$ cat src/assert_macros.svh
// ----------------------------------------------------------------------------
// assert_macros
// Assertion macros shared by the RTL of the quad collision unit.
// ----------------------------------------------------------------------------
`ifndef ASSERT_MACROS_SVH
`define ASSERT_MACROS_SVH

// Checks that the consequent holds in the same cycle as the antecedent.
`define SQC_ASSERT_IMPL(label, clk, rst, ante, cons, msg) \
   label: assert property (@(posedge clk) disable iff (rst) (ante) |-> (cons)) else $error(msg);

// Checks that the consequent holds in the cycle after the antecedent.
`define SQC_ASSERT_NEXT(label, clk, rst, ante, cons, msg) \
   label: assert property (@(posedge clk) disable iff (rst) (ante) |=> (cons)) else $error(msg);

`endif

$ cat src/sqc_pkg.sv
// ----------------------------------------------------------------------------
// sqc_pkg
// Shared widths, types and control structures of the quad collision unit.
// ----------------------------------------------------------------------------
`default_nettype none

package sqc_pkg;

   // Coordinate width inside the datapath and the widths derived from it.
   localparam int COORD_BITS = 16;
   localparam int DIFF_BITS  = COORD_BITS + 1;
   localparam int PROD_BITS  = 2 * DIFF_BITS;
   localparam int SUM_BITS   = PROD_BITS + 1;

   // Fixed port field widths.
   localparam int FIELD_BITS = 16;
   localparam int SEP_BITS   = 35;
   localparam int EDGE_BITS  = 17;
   localparam int IDX_BITS   = 2;

   // Vertex store geometry: two quads of four vertices.
   localparam int NUM_VERTS = 8;
   localparam int ADDR_BITS = $clog2(NUM_VERTS);

   typedef logic signed [COORD_BITS-1:0] coord_type;
   typedef logic signed [DIFF_BITS-1:0]  diff_type;
   typedef logic signed [PROD_BITS-1:0]  prod_type;
   typedef logic signed [SUM_BITS-1:0]   sum_type;
   typedef logic [ADDR_BITS-1:0]         addr_type;
   typedef logic [IDX_BITS-1:0]          idx_type;

   typedef struct packed {
      coord_type x;
      coord_type y;
   } vertex_type;

   // Write port of the vertex store.
   typedef struct packed {
      logic       en;
      addr_type   addr;
      vertex_type data;
   } wr_port_type;

   // Dual read request of the vertex store.
   typedef struct packed {
      logic     en;
      addr_type addr0;
      addr_type addr1;
   } rd_req_type;

   // Datapath control issued by the sequencer each cycle.
   typedef struct packed {
      logic    issue;
      logic    first;
      logic    last;
      logic    side;
      idx_type edge_idx;
      logic    normal_ld;
      logic    out_ld;
   } dp_ctl_type;

endpackage

`default_nettype wire

$ cat src/sqc_vertex_ram.sv
// ----------------------------------------------------------------------------
// sqc_vertex_ram
// Eight-entry vertex store with one write port and two registered read ports.
// ----------------------------------------------------------------------------
`default_nettype none

module sqc_vertex_ram (
   input  logic                 clock,
   input  sqc_pkg::wr_port_type wr_port,
   input  sqc_pkg::rd_req_type  rd_req,
   output sqc_pkg::vertex_type  rd_data0,
   output sqc_pkg::vertex_type  rd_data1
);
   import sqc_pkg::*;

   vertex_type vertex_mem_ff [NUM_VERTS];
   vertex_type rd0_ff;
   vertex_type rd1_ff;

   // Vertex writes from the load transactions.
   always_ff @(posedge clock) begin
      if (wr_port.en) begin
         vertex_mem_ff[wr_port.addr] <= wr_port.data;
      end
   end

   // Both read ports deliver their data in the cycle after the request.
   always_ff @(posedge clock) begin
      if (rd_req.en) begin
         rd0_ff <= vertex_mem_ff[rd_req.addr0];
         rd1_ff <= vertex_mem_ff[rd_req.addr1];
      end
   end

   assign rd_data0 = rd0_ff;
   assign rd_data1 = rd1_ff;

endmodule

`default_nettype wire

$ cat src/sqc_sequencer.sv
// ----------------------------------------------------------------------------
// sqc_sequencer
// Microcode sequencer: a step counter walks a small control ROM, with edge and
// vertex pair loop counters that drive the store addresses and the datapath.
// ----------------------------------------------------------------------------
`default_nettype none

module sqc_sequencer (
   input  logic                clock,
   input  logic                reset,
   input  logic                go,
   input  sqc_pkg::idx_type    best_b_idx,
   output logic                busy,
   output sqc_pkg::rd_req_type rd_req,
   output sqc_pkg::dp_ctl_type dp_ctl
);
   import sqc_pkg::*;

   typedef enum logic [1:0] {
      ADDR_EDGE,
      ADDR_PAIR,
      ADDR_FINAL
   } addr_sel_type;

   typedef enum logic [1:0] {
      JMP_NONE,
      JMP_PAIR_LOOP,
      JMP_EDGE_LOOP,
      JMP_DONE
   } jump_type;

   typedef logic [3:0] step_type;

   typedef struct packed {
      addr_sel_type addr_sel;
      logic         rd_en;
      logic         normal_ld;
      logic         issue;
      logic         edge_inc;
      logic         out_ld;
      jump_type     jump;
      step_type     target;
   } ucode_type;

   // Program step addresses.
   localparam step_type STEP_EDGE_RD   = 4'd0;
   localparam step_type STEP_EDGE_LD   = 4'd1;
   localparam step_type STEP_PAIR      = 4'd2;
   localparam step_type STEP_EDGE_NEXT = 4'd3;
   localparam step_type STEP_DRAIN0    = 4'd4;
   localparam step_type STEP_DRAIN1    = 4'd5;
   localparam step_type STEP_DRAIN2    = 4'd6;
   localparam step_type STEP_FINAL_RD  = 4'd7;
   localparam step_type STEP_FINISH    = 4'd8;

   localparam logic [3:0] PAIR_LAST = 4'd15;
   localparam logic [2:0] EDGE_LAST = 3'd7;

   // Control ROM: one word per program step.
   function automatic ucode_type ucode_rom(input step_type step);
      ucode_type w;
      w = '0;
      unique case (step)
         STEP_EDGE_RD: begin
            w.addr_sel = ADDR_EDGE;
            w.rd_en    = 1'b1;
         end
         STEP_EDGE_LD: begin
            w.normal_ld = 1'b1;
         end
         STEP_PAIR: begin
            w.addr_sel = ADDR_PAIR;
            w.rd_en    = 1'b1;
            w.issue    = 1'b1;
            w.jump     = JMP_PAIR_LOOP;
            w.target   = STEP_PAIR;
         end
         STEP_EDGE_NEXT: begin
            w.edge_inc = 1'b1;
            w.jump     = JMP_EDGE_LOOP;
            w.target   = STEP_EDGE_RD;
         end
         STEP_DRAIN0, STEP_DRAIN1, STEP_DRAIN2: begin
            w.jump = JMP_NONE;
         end
         STEP_FINAL_RD: begin
            w.addr_sel = ADDR_FINAL;
            w.rd_en    = 1'b1;
         end
         STEP_FINISH: begin
            w.out_ld = 1'b1;
            w.jump   = JMP_DONE;
         end
         default: begin
            w.jump = JMP_DONE;
         end
      endcase
      return w;
   endfunction

   logic       running_ff, running_in;
   step_type   step_ff, step_in;
   logic [2:0] edge_cnt_ff, edge_cnt_in;
   logic [3:0] pair_cnt_ff, pair_cnt_in;
   ucode_type  word;
   logic       side;
   idx_type    edge_i;
   idx_type    vert_j;
   idx_type    vert_k;

   assign word   = ucode_rom(step_ff);
   assign side   = edge_cnt_ff[2];
   assign edge_i = edge_cnt_ff[1:0];
   assign vert_j = pair_cnt_ff[3:2];
   assign vert_k = pair_cnt_ff[1:0];

   // Next step, loop counters and program end.
   always_comb begin
      running_in  = running_ff;
      step_in     = step_ff;
      edge_cnt_in = edge_cnt_ff;
      pair_cnt_in = pair_cnt_ff;
      if (go) begin
         running_in  = 1'b1;
         step_in     = STEP_EDGE_RD;
         edge_cnt_in = '0;
         pair_cnt_in = '0;
      end else if (running_ff) begin
         if (word.issue) begin
            pair_cnt_in = pair_cnt_ff + 4'd1;
         end
         if (word.edge_inc) begin
            edge_cnt_in = edge_cnt_ff + 3'd1;
         end
         unique case (word.jump)
            JMP_NONE: begin
               step_in = step_ff + 4'd1;
            end
            JMP_PAIR_LOOP: begin
               step_in = (pair_cnt_ff != PAIR_LAST) ? word.target : step_ff + 4'd1;
            end
            JMP_EDGE_LOOP: begin
               step_in = (edge_cnt_ff != EDGE_LAST) ? word.target : step_ff + 4'd1;
            end
            JMP_DONE: begin
               running_in = 1'b0;
               step_in    = STEP_EDGE_RD;
            end
         endcase
      end
   end

   always_ff @(posedge clock) begin
      if (reset) begin
         running_ff  <= 1'b0;
         step_ff     <= STEP_EDGE_RD;
         edge_cnt_ff <= '0;
         pair_cnt_ff <= '0;
      end else begin
         running_ff  <= running_in;
         step_ff     <= step_in;
         edge_cnt_ff <= edge_cnt_in;
         pair_cnt_ff <= pair_cnt_in;
      end
   end

   // Store addresses: edge endpoints, own/other vertex pair, or B's best edge.
   always_comb begin
      rd_req.en = running_ff & word.rd_en;
      unique case (word.addr_sel)
         ADDR_EDGE: begin
            rd_req.addr0 = {side, edge_i};
            rd_req.addr1 = {side, edge_i + 2'd1};
         end
         ADDR_PAIR: begin
            rd_req.addr0 = {side, vert_j};
            rd_req.addr1 = {~side, vert_k};
         end
         ADDR_FINAL: begin
            rd_req.addr0 = {1'b1, best_b_idx};
            rd_req.addr1 = {1'b1, best_b_idx + 2'd1};
         end
         default: begin
            rd_req.addr0 = '0;
            rd_req.addr1 = '0;
         end
      endcase
   end

   // Datapath control and tags that travel with each vertex pair.
   always_comb begin
      dp_ctl.issue     = running_ff & word.issue;
      dp_ctl.first     = (pair_cnt_ff == '0);
      dp_ctl.last      = (pair_cnt_ff == PAIR_LAST);
      dp_ctl.side      = side;
      dp_ctl.edge_idx  = edge_i;
      dp_ctl.normal_ld = running_ff & word.normal_ld;
      dp_ctl.out_ld    = running_ff & word.out_ld;
   end

   assign busy = running_ff;

endmodule

`default_nettype wire

$ cat src/sqc_datapath.sv
// ----------------------------------------------------------------------------
// sqc_datapath
// Shared projection unit: vertex difference, two products, sum and running
// minimum per edge, maximum per quad, and the result register.
// ----------------------------------------------------------------------------
`default_nettype none

module sqc_datapath (
   input  logic                          clock,
   input  logic                          reset,
   input  sqc_pkg::dp_ctl_type           dp_ctl,
   input  sqc_pkg::vertex_type           rd_data0,
   input  sqc_pkg::vertex_type           rd_data1,
   output sqc_pkg::idx_type              best_b_idx,
   output logic                          rsp_valid,
   output logic                          rsp_collide,
   output logic signed [sqc_pkg::SEP_BITS-1:0]  rsp_separation_a,
   output logic signed [sqc_pkg::SEP_BITS-1:0]  rsp_separation_b,
   output logic signed [sqc_pkg::EDGE_BITS-1:0] rsp_edge_b_x,
   output logic signed [sqc_pkg::EDGE_BITS-1:0] rsp_edge_b_y,
   output logic [sqc_pkg::IDX_BITS-1:0]         rsp_edge_b_index
);
   import sqc_pkg::*;

   typedef struct packed {
      logic    valid;
      logic    first;
      logic    last;
      logic    side;
      idx_type edge_idx;
   } tag_type;

   tag_type  tag_a_ff, tag_b_ff, tag_c_ff;
   tag_type  done_ff;
   diff_type sub_x, sub_y;
   diff_type diff_x_ff, diff_y_ff;
   diff_type normal_x_ff, normal_y_ff;
   prod_type prod_x_in, prod_y_in;
   prod_type prod_x_ff, prod_y_ff;
   sum_type  sum_in;
   sum_type  lowest_ff;
   sum_type  best_a_ff, best_b_ff;
   sum_type  best_cur;
   idx_type  best_b_idx_ff;
   logic     replace;

   logic                        rsp_valid_ff;
   logic                        rsp_collide_ff;
   logic signed [SEP_BITS-1:0]  rsp_sep_a_ff, rsp_sep_b_ff;
   logic signed [EDGE_BITS-1:0] rsp_edge_x_ff, rsp_edge_y_ff;
   idx_type                     rsp_edge_idx_ff;

   // One subtractor on the read data serves pair differences and edges alike.
   assign sub_x = DIFF_BITS'(rd_data0.x) - DIFF_BITS'(rd_data1.x);
   assign sub_y = DIFF_BITS'(rd_data0.y) - DIFF_BITS'(rd_data1.y);

   // Tag pipeline: the valid bits are reset, the payload rides along with the pair.
   always_ff @(posedge clock) begin
      tag_a_ff.first    <= dp_ctl.first;
      tag_a_ff.last     <= dp_ctl.last;
      tag_a_ff.side     <= dp_ctl.side;
      tag_a_ff.edge_idx <= dp_ctl.edge_idx;
      tag_b_ff.first    <= tag_a_ff.first;
      tag_b_ff.last     <= tag_a_ff.last;
      tag_b_ff.side     <= tag_a_ff.side;
      tag_b_ff.edge_idx <= tag_a_ff.edge_idx;
      tag_c_ff.first    <= tag_b_ff.first;
      tag_c_ff.last     <= tag_b_ff.last;
      tag_c_ff.side     <= tag_b_ff.side;
      tag_c_ff.edge_idx <= tag_b_ff.edge_idx;
      done_ff.first     <= tag_c_ff.first;
      done_ff.last      <= tag_c_ff.last;
      done_ff.side      <= tag_c_ff.side;
      done_ff.edge_idx  <= tag_c_ff.edge_idx;
      if (reset) begin
         tag_a_ff.valid <= 1'b0;
         tag_b_ff.valid <= 1'b0;
         tag_c_ff.valid <= 1'b0;
         done_ff.valid  <= 1'b0;
      end else begin
         tag_a_ff.valid <= dp_ctl.issue;
         tag_b_ff.valid <= tag_a_ff.valid;
         tag_c_ff.valid <= tag_b_ff.valid;
         done_ff.valid  <= tag_c_ff.valid & tag_c_ff.last;
      end
   end

   // Edge normal (ey, -ex) latched from the edge endpoint read.
   always_ff @(posedge clock) begin
      if (dp_ctl.normal_ld) begin
         normal_x_ff <= sub_y;
         normal_y_ff <= -sub_x;
      end
   end

   // Stage A: own vertex minus other vertex.
   always_ff @(posedge clock) begin
      if (tag_a_ff.valid) begin
         diff_x_ff <= sub_x;
         diff_y_ff <= sub_y;
      end
   end

   // Stage B: the two products of the dot product.
   assign prod_x_in = diff_x_ff * normal_x_ff;
   assign prod_y_in = diff_y_ff * normal_y_ff;

   always_ff @(posedge clock) begin
      if (tag_b_ff.valid) begin
         prod_x_ff <= prod_x_in;
         prod_y_ff <= prod_y_in;
      end
   end

   // Stage C: projection sum and running minimum over the sixteen pairs.
   assign sum_in = SUM_BITS'(prod_x_ff) + SUM_BITS'(prod_y_ff);

   always_ff @(posedge clock) begin
      if (tag_c_ff.valid && (tag_c_ff.first || (sum_in < lowest_ff))) begin
         lowest_ff <= sum_in;
      end
   end

   // Stage D: keep the largest edge minimum per quad; the first edge wins ties.
   assign best_cur = done_ff.side ? best_b_ff : best_a_ff;
   assign replace  = done_ff.valid && ((done_ff.edge_idx == '0) || (lowest_ff > best_cur));

   always_ff @(posedge clock) begin
      if (replace) begin
         if (done_ff.side) begin
            best_b_ff     <= lowest_ff;
            best_b_idx_ff <= done_ff.edge_idx;
         end else begin
            best_a_ff     <= lowest_ff;
         end
      end
   end

   // Result strobe.
   always_ff @(posedge clock) begin
      if (reset) begin
         rsp_valid_ff <= 1'b0;
      end else begin
         rsp_valid_ff <= dp_ctl.out_ld;
      end
   end

   // Result payload; the edge comes from the re-read of B's best edge.
   always_ff @(posedge clock) begin
      if (dp_ctl.out_ld) begin
         rsp_collide_ff  <= (best_a_ff[SUM_BITS-1] || (best_a_ff == '0)) &&
                            (best_b_ff[SUM_BITS-1] || (best_b_ff == '0));
         rsp_sep_a_ff    <= SEP_BITS'(best_a_ff);
         rsp_sep_b_ff    <= SEP_BITS'(best_b_ff);
         rsp_edge_x_ff   <= EDGE_BITS'(sub_x);
         rsp_edge_y_ff   <= EDGE_BITS'(sub_y);
         rsp_edge_idx_ff <= best_b_idx_ff;
      end
   end

   assign best_b_idx       = best_b_idx_ff;
   assign rsp_valid        = rsp_valid_ff;
   assign rsp_collide      = rsp_collide_ff;
   assign rsp_separation_a = rsp_sep_a_ff;
   assign rsp_separation_b = rsp_sep_b_ff;
   assign rsp_edge_b_x     = rsp_edge_x_ff;
   assign rsp_edge_b_y     = rsp_edge_y_ff;
   assign rsp_edge_b_index = rsp_edge_idx_ff;

endmodule

`default_nettype wire

$ cat src/sat_quad_collision_unit.sv
// ----------------------------------------------------------------------------
// sat_quad_collision_unit
// The eighth vertex taken starts the program; the result strobe ends it.
// No vertex is taken while busy. The shared projection unit takes one vertex pair
// per cycle in each edge's pair loop, pausing between edges for the edge reads.
// Reset clears the load count, sequencer and strobe; the vertex store is not cleared.
// Results cannot be stalled by the receiver.
// ----------------------------------------------------------------------------
`default_nettype none

`include "assert_macros.svh"

module sat_quad_collision_unit (
   input  logic                                   clock,
   input  logic                                   reset,
   input  logic                                   start,
   output logic                                   busy,
   input  logic signed [sqc_pkg::FIELD_BITS-1:0]  req_vertex_x,
   input  logic signed [sqc_pkg::FIELD_BITS-1:0]  req_vertex_y,
   output logic                                   rsp_valid,
   output logic                                   rsp_collide,
   output logic signed [sqc_pkg::SEP_BITS-1:0]    rsp_separation_a,
   output logic signed [sqc_pkg::SEP_BITS-1:0]    rsp_separation_b,
   output logic signed [sqc_pkg::EDGE_BITS-1:0]   rsp_edge_b_x,
   output logic signed [sqc_pkg::EDGE_BITS-1:0]   rsp_edge_b_y,
   output logic [sqc_pkg::IDX_BITS-1:0]           rsp_edge_b_index
);
   import sqc_pkg::*;

   localparam addr_type LOAD_LAST = ADDR_BITS'(NUM_VERTS - 1);

   logic        req_accept;
   logic        go;
   addr_type    load_count_ff, load_count_in;
   wr_port_type wr_port;
   rd_req_type  rd_req;
   dp_ctl_type  dp_ctl;
   vertex_type  rd_data0, rd_data1;
   idx_type     best_b_idx;

   // Load transactions fill the store in order; the eighth starts the program.
   assign req_accept    = start & ~busy;
   assign go            = req_accept && (load_count_ff == LOAD_LAST);
   assign load_count_in = req_accept ? load_count_ff + addr_type'(1) : load_count_ff;

   always_ff @(posedge clock) begin
      if (reset) begin
         load_count_ff <= '0;
      end else begin
         load_count_ff <= load_count_in;
      end
   end

   always_comb begin
      wr_port.en     = req_accept;
      wr_port.addr   = load_count_ff;
      wr_port.data.x = coord_type'(req_vertex_x);
      wr_port.data.y = coord_type'(req_vertex_y);
   end

   sqc_vertex_ram u_ram (
      .clock    (clock),
      .wr_port  (wr_port),
      .rd_req   (rd_req),
      .rd_data0 (rd_data0),
      .rd_data1 (rd_data1)
   );

   sqc_sequencer u_seq (
      .clock      (clock),
      .reset      (reset),
      .go         (go),
      .best_b_idx (best_b_idx),
      .busy       (busy),
      .rd_req     (rd_req),
      .dp_ctl     (dp_ctl)
   );

   sqc_datapath u_dp (
      .clock            (clock),
      .reset            (reset),
      .dp_ctl           (dp_ctl),
      .rd_data0         (rd_data0),
      .rd_data1         (rd_data1),
      .best_b_idx       (best_b_idx),
      .rsp_valid        (rsp_valid),
      .rsp_collide      (rsp_collide),
      .rsp_separation_a (rsp_separation_a),
      .rsp_separation_b (rsp_separation_b),
      .rsp_edge_b_x     (rsp_edge_b_x),
      .rsp_edge_b_y     (rsp_edge_b_y),
      .rsp_edge_b_index (rsp_edge_b_index)
   );

   // The eighth vertex starts the program, and no load happens while it runs.
   `SQC_ASSERT_NEXT(a_go_sets_busy, clock, reset, go, busy, "program did not start")
   `SQC_ASSERT_IMPL(a_no_load_while_busy, clock, reset, busy, load_count_ff == '0, "load while busy")
   // A result ends a program and is a single-cycle strobe.
   `SQC_ASSERT_IMPL(a_rsp_ends_run, clock, reset, rsp_valid, $past(busy) && !busy, "stray result")
   `SQC_ASSERT_NEXT(a_single_strobe, clock, reset, rsp_valid, !rsp_valid, "repeated result")

endmodule

`default_nettype wire
$ cat config.mk
export PLATFORM = sky130hd
export DESIGN_NAME = sat_quad_collision_unit
export DESIGN_NICKNAME = d
export VERILOG_FILES = /design/src/sqc_pkg.sv /design/src/sqc_vertex_ram.sv /design/src/sqc_sequencer.sv /design/src/sqc_datapath.sv /design/src/sat_quad_collision_unit.sv
export VERILOG_INCLUDE_DIRS = /design/src /design/src/src
export SDC_FILE = /design/constraint.sdc
export NUM_CORES = 2
export LEC_CHECK = 0
export BUFFER_PORTS_ARGS = -buffer_cell sky130_fd_sc_hd__buf_2
export CORE_MARGIN = 2
export CORE_UTILIZATION = 42
export CTS_BUF_LIST = sky130_fd_sc_hd__clkbuf_16
export CTS_CLUSTER_SIZE = 30
export DETAILED_ROUTE_END_ITERATION = 16
export PLACE_DENSITY = 0.68
export SLEW_MARGIN = 40
export SYNTH_ARGS = -nofsm -noshare
export SYNTH_HDL_FRONTEND = slang
export SYNTH_SLANG_ARGS = --single-unit
$ cat constraint.sdc
create_clock -name clock -period 6 [get_ports clock]
set_input_delay 0.9 -clock clock [delete_from_list [all_inputs] [get_ports clock]]
set_output_delay 0.9 -clock clock [all_outputs]
set_load 0.02 [all_outputs]
==> qor.yml <==
cells_and_area:
  area_growth_pct: 16.6
  post_layout_nonfiller_instances: 7128
  finish.utilization_pct: 49.4
  final_common_cell: "nand2_1"
  finish.net_count: 6365
  proportion_of_layout_cells_with_a_drive_suffix_above_1_pct: 15.5
  commonest_non_fill_non_tap_cells_in_the_layout: "884 x nand2_1, 720 x inv_1, 670 x edfxtp_1"
  n_fill_cell: 11000
routing:
  drt-pass1-iter-count: 8
  drt-wirelength-per-cell_um: 18.6
  per_cell_via_count_in_the_routed_design: 5.24
  drt_iter0_markers: 3144
  number_of_nets_with_antenna_violations_after_routing: 0
  route.vias.total: 37300
  drcViolationCount: 0
  route.final.wire_length_mm: 132
global_routing:
  congestion_overflow_gr: 0
  globalRouteTotalUtil_pct: 20.3
  antenna_found_initial: 11
  grt_first_pass_wirelength_mm: 208
  via_count_of_the_first_global_routing_pass: 37800
  maximum_number_of_pins_on_one_net_before_global_route_repair: 129
cts:
  cts_made_buffers: 74
  cts_tree: "done"
  cts-root-buf: "clkbuf_16"
  cts-htree-levels: 3
  clkSlewWorstSetupHoldPaths_ns: 0.06
  clkSinkCount: 708
  clock_insertion_delay_worst_skew_ns: 0.71
  max_root_sink_buffers: 3
sta:
  timing.max_slew.rel_slack_pct: 43.1
  clock-skew-final_ns: 0.0580
  timing.final.setup_violations: 4
  finalMaxSlewViolations: 0
  final_worst_path_period_need_ns: 6.02
  final-hold-violation-count: 0
  fmax_mhz: 166
  final_critical_path_setup_slack_ns: -0.0238
  fin_crit_sh_pct: 100
  worstMarginPinSlew_ns: 0.847
  grt_setup_unrepaired: "yes"
pwr:
  power_density_over_the_cells_nw_per_um2: 163
  worst_ir_drop_vdd_uv: 251
  cellLeakagePower_nw: 26.9
logic_synthesis:
  synth_seq_area_share_pct: 39.2
  synth-warning-count: 0
  asyncSetResetFlopFracSynth_pct: 0
  ys_ff_latch: 708
  netlist_area_sq_um: 53300
  number_of_enable_flip_flop_cells_after_synthesis: 670
  ys.flop_type: "edfxtp_1"
  synthesis.nets: 5959
  synthesis.instances: 5013
  yosysUniqueCellTypes: 72
  syn_avg_cell_area_sq_um: 10.6
outcome:
  run_status: "finished, violations left"
  failed_checks: "setup timing"
worst_setup_path:
  cp_max_fo: 5
  timing.critical_path.cells: "buf_6 > and2_4 > fa_1 > inv_1 > fa_2 > fa_1 > inv_1 > fa_2 > fa_1 > fa_2 > ha_4 > a21o_1 > a21o_1 > a21o_1 > a31o_2 > or3_4 > o21ai_4 > o21bai_1 > a21oi_2 > xnor2_1"
  crit_required_ns: 6.39
  cp.arrival_ns: 6.42
  path_buf_inv: 3
  crit_path_end_kind: "flip-flop"
  worstSetupStartpointType: "flip-flop"
  critical_path.max_stage_delay_ns: 0.58
  worst_path_dominant_cell_family: "adder cells"
  cp_slowest_cell: "fa_2"
  critPathKind: "flip-flop to flip-flop"
die:
  std_cell_rows: 130
  starting_density_of_the_core_pct: 42.4
  area_of_the_die_sq_um: 130000
  fp.dieW_um: 360
  num_io_pins: 144
  chipHeight_um: 360
  core-area_sq_um: 126000
hold_path:
  worst_hold_path_type: "flip-flop to flip-flop"
placed_design:
  placed_cells: 6911
  gp_congestion: 0.918
  dpl.hpwl_mm: 97.1
  numPortBuffers: 143
  place_worst_setup_slack_ns: -0.311
job:
  maxCapViolations: 0
## routing by layer
layer / GRT usage, % / share of wire [%]
met3: 3.91 / 7.5
met2: 34.4 / 48
met1: 26.0 / 41
met4: 7.19 / 3.4
met5: 0 / 0.053
## state kept, by name (all words and copies together) (netlist names), 32 cells and up
signal	flops
u_dp.rsp_separation_a	35
u_dp.prod_y_ff	34
u_dp.prod_x_ff	34
u_ram.vertex_mem_ff	256
u_ram.rd_data0	32
u_dp.rsp_separation_b	35
u_dp.best_a_ff	35
u_ram.rd_data1	32
u_dp.best_b_ff	35
u_dp.lowest_ff	35
## cell type report
type,instances,area [sq um],area share [%]
repair buffers,511,3880,6.26
well taps,1650,2060,3.33
diodes,4,10.0,0.0161
multi-input cells,3399,30100,48.5
flip-flops and latches,708,20900,33.6
inverters,725,2720,4.38
clock inverters,57,562,0.905
clock buffers,74,1850,2.98
## final timing paths
kind                       startpoint            endpoint  slack (ns)  depth (start not counted)
setup / recovery  u_dp.normal_x_ff[5]  u_dp.prod_x_ff[29]       -0.02                         20
hold reg to reg      u_dp.tag_c_ff[2]     u_dp.done_ff[2]        0.33                          0
setup reg to reg  u_dp.normal_x_ff[5]  u_dp.prod_x_ff[29]       -0.02                         20
hold / removal       u_dp.tag_c_ff[2]     u_dp.done_ff[2]        0.33                          0
## power by group
group | leakage [nW] | internal (W) | switching (W)
logic | 19.3 | 0.0000445 | 0.0000980
registers | 6.35 | 0.00541 | 0.0000201
clock network | 1.24 | 0.00255 | 0.00198
## per-stage QoR
| stage | instance area [sq um] | setup TNS (ns) | hold WS, ns | power [W] |
|---|---|---|---|---|
| global route | 62100 | -2.01 | 0.330 | 0.0104 |
| floorplan | 53300 | 0 | 0.310 | 0.00561 |
| finish | 62100 | -0.0576 | 0.327 | 0.0101 |
| detailed placement | 58000 | -2.60 | 0.313 | 0.00568 |
| CTS | 60900 | -0.272 | 0.327 | 0.0102 |
| global placement | 57900 | -1.74 | 0.311 | 0.00567 |
## cells by family (layout without fill, tap and decap cells)
logic type	count (synthesis)	in the layout	synth area share, %
and+or+nand+nor	1856	1856	16.2
adders and majority gates	911	911	29.8
buffers and inverters	906	1367	6.39
DFF	708	708	39.2
AOI/OAI and AO/OA	443	443	5.23
xor gates and xnor gates	148	148	2.43
muxes	41	41	0.773
other	0	4	0
## Yosys cell counts (5+ instances only)
cell | instances | area [sq um]
o21a_1 | 17 | 128
nor3b_1 | 7 | 52.6
nand2b_1 | 26 | 163
o21ai_0 | 136 | 681
ha_1 | 316 | 3950
nand2_1 | 891 | 3340
or3_1 | 9 | 56.3
nand4_1 | 20 | 125
nand3_1 | 353 | 1770
nor2_1 | 134 | 503
dfxtp_1 | 38 | 761
and2_1 | 293 | 1830
o31ai_1 | 5 | 37.5
a21o_1 | 66 | 495
clkbuf_1 | 167 | 627
and3_1 | 15 | 93.8
edfxtp_1 | 670 | 20100
mux2i_1 | 40 | 400
a31oi_1 | 10 | 62.6
xor2_1 | 27 | 236
nor2b_1 | 27 | 169
xnor2_1 | 121 | 1060
nor3_1 | 35 | 175
o21bai_1 | 13 | 97.6
nor4_1 | 25 | 156
inv_1 | 725 | 2720
a221oi_1 | 5 | 43.8
fa_1 | 595 | 11900
a21oi_1 | 114 | 571
a21boi_0 | 5 | 37.5
or2_2 | 5 | 31.3
o211ai_1 | 5 | 37.5
buf_1 | 14 | 52.6
o31a_1 | 5 | 43.8
a211oi_1 | 11 | 82.6
a31o_2 | 5 | 43.8
## repair_timing
item	in CTS	in global routing
resized for setup	66	188
setup endpoints to repair	19	28
buffers inserted	35	46
pin swaps	64	115
gates cloned	0	1
hold buffers	0	0
Note: power is estimated with default switching activity, not from simulation.
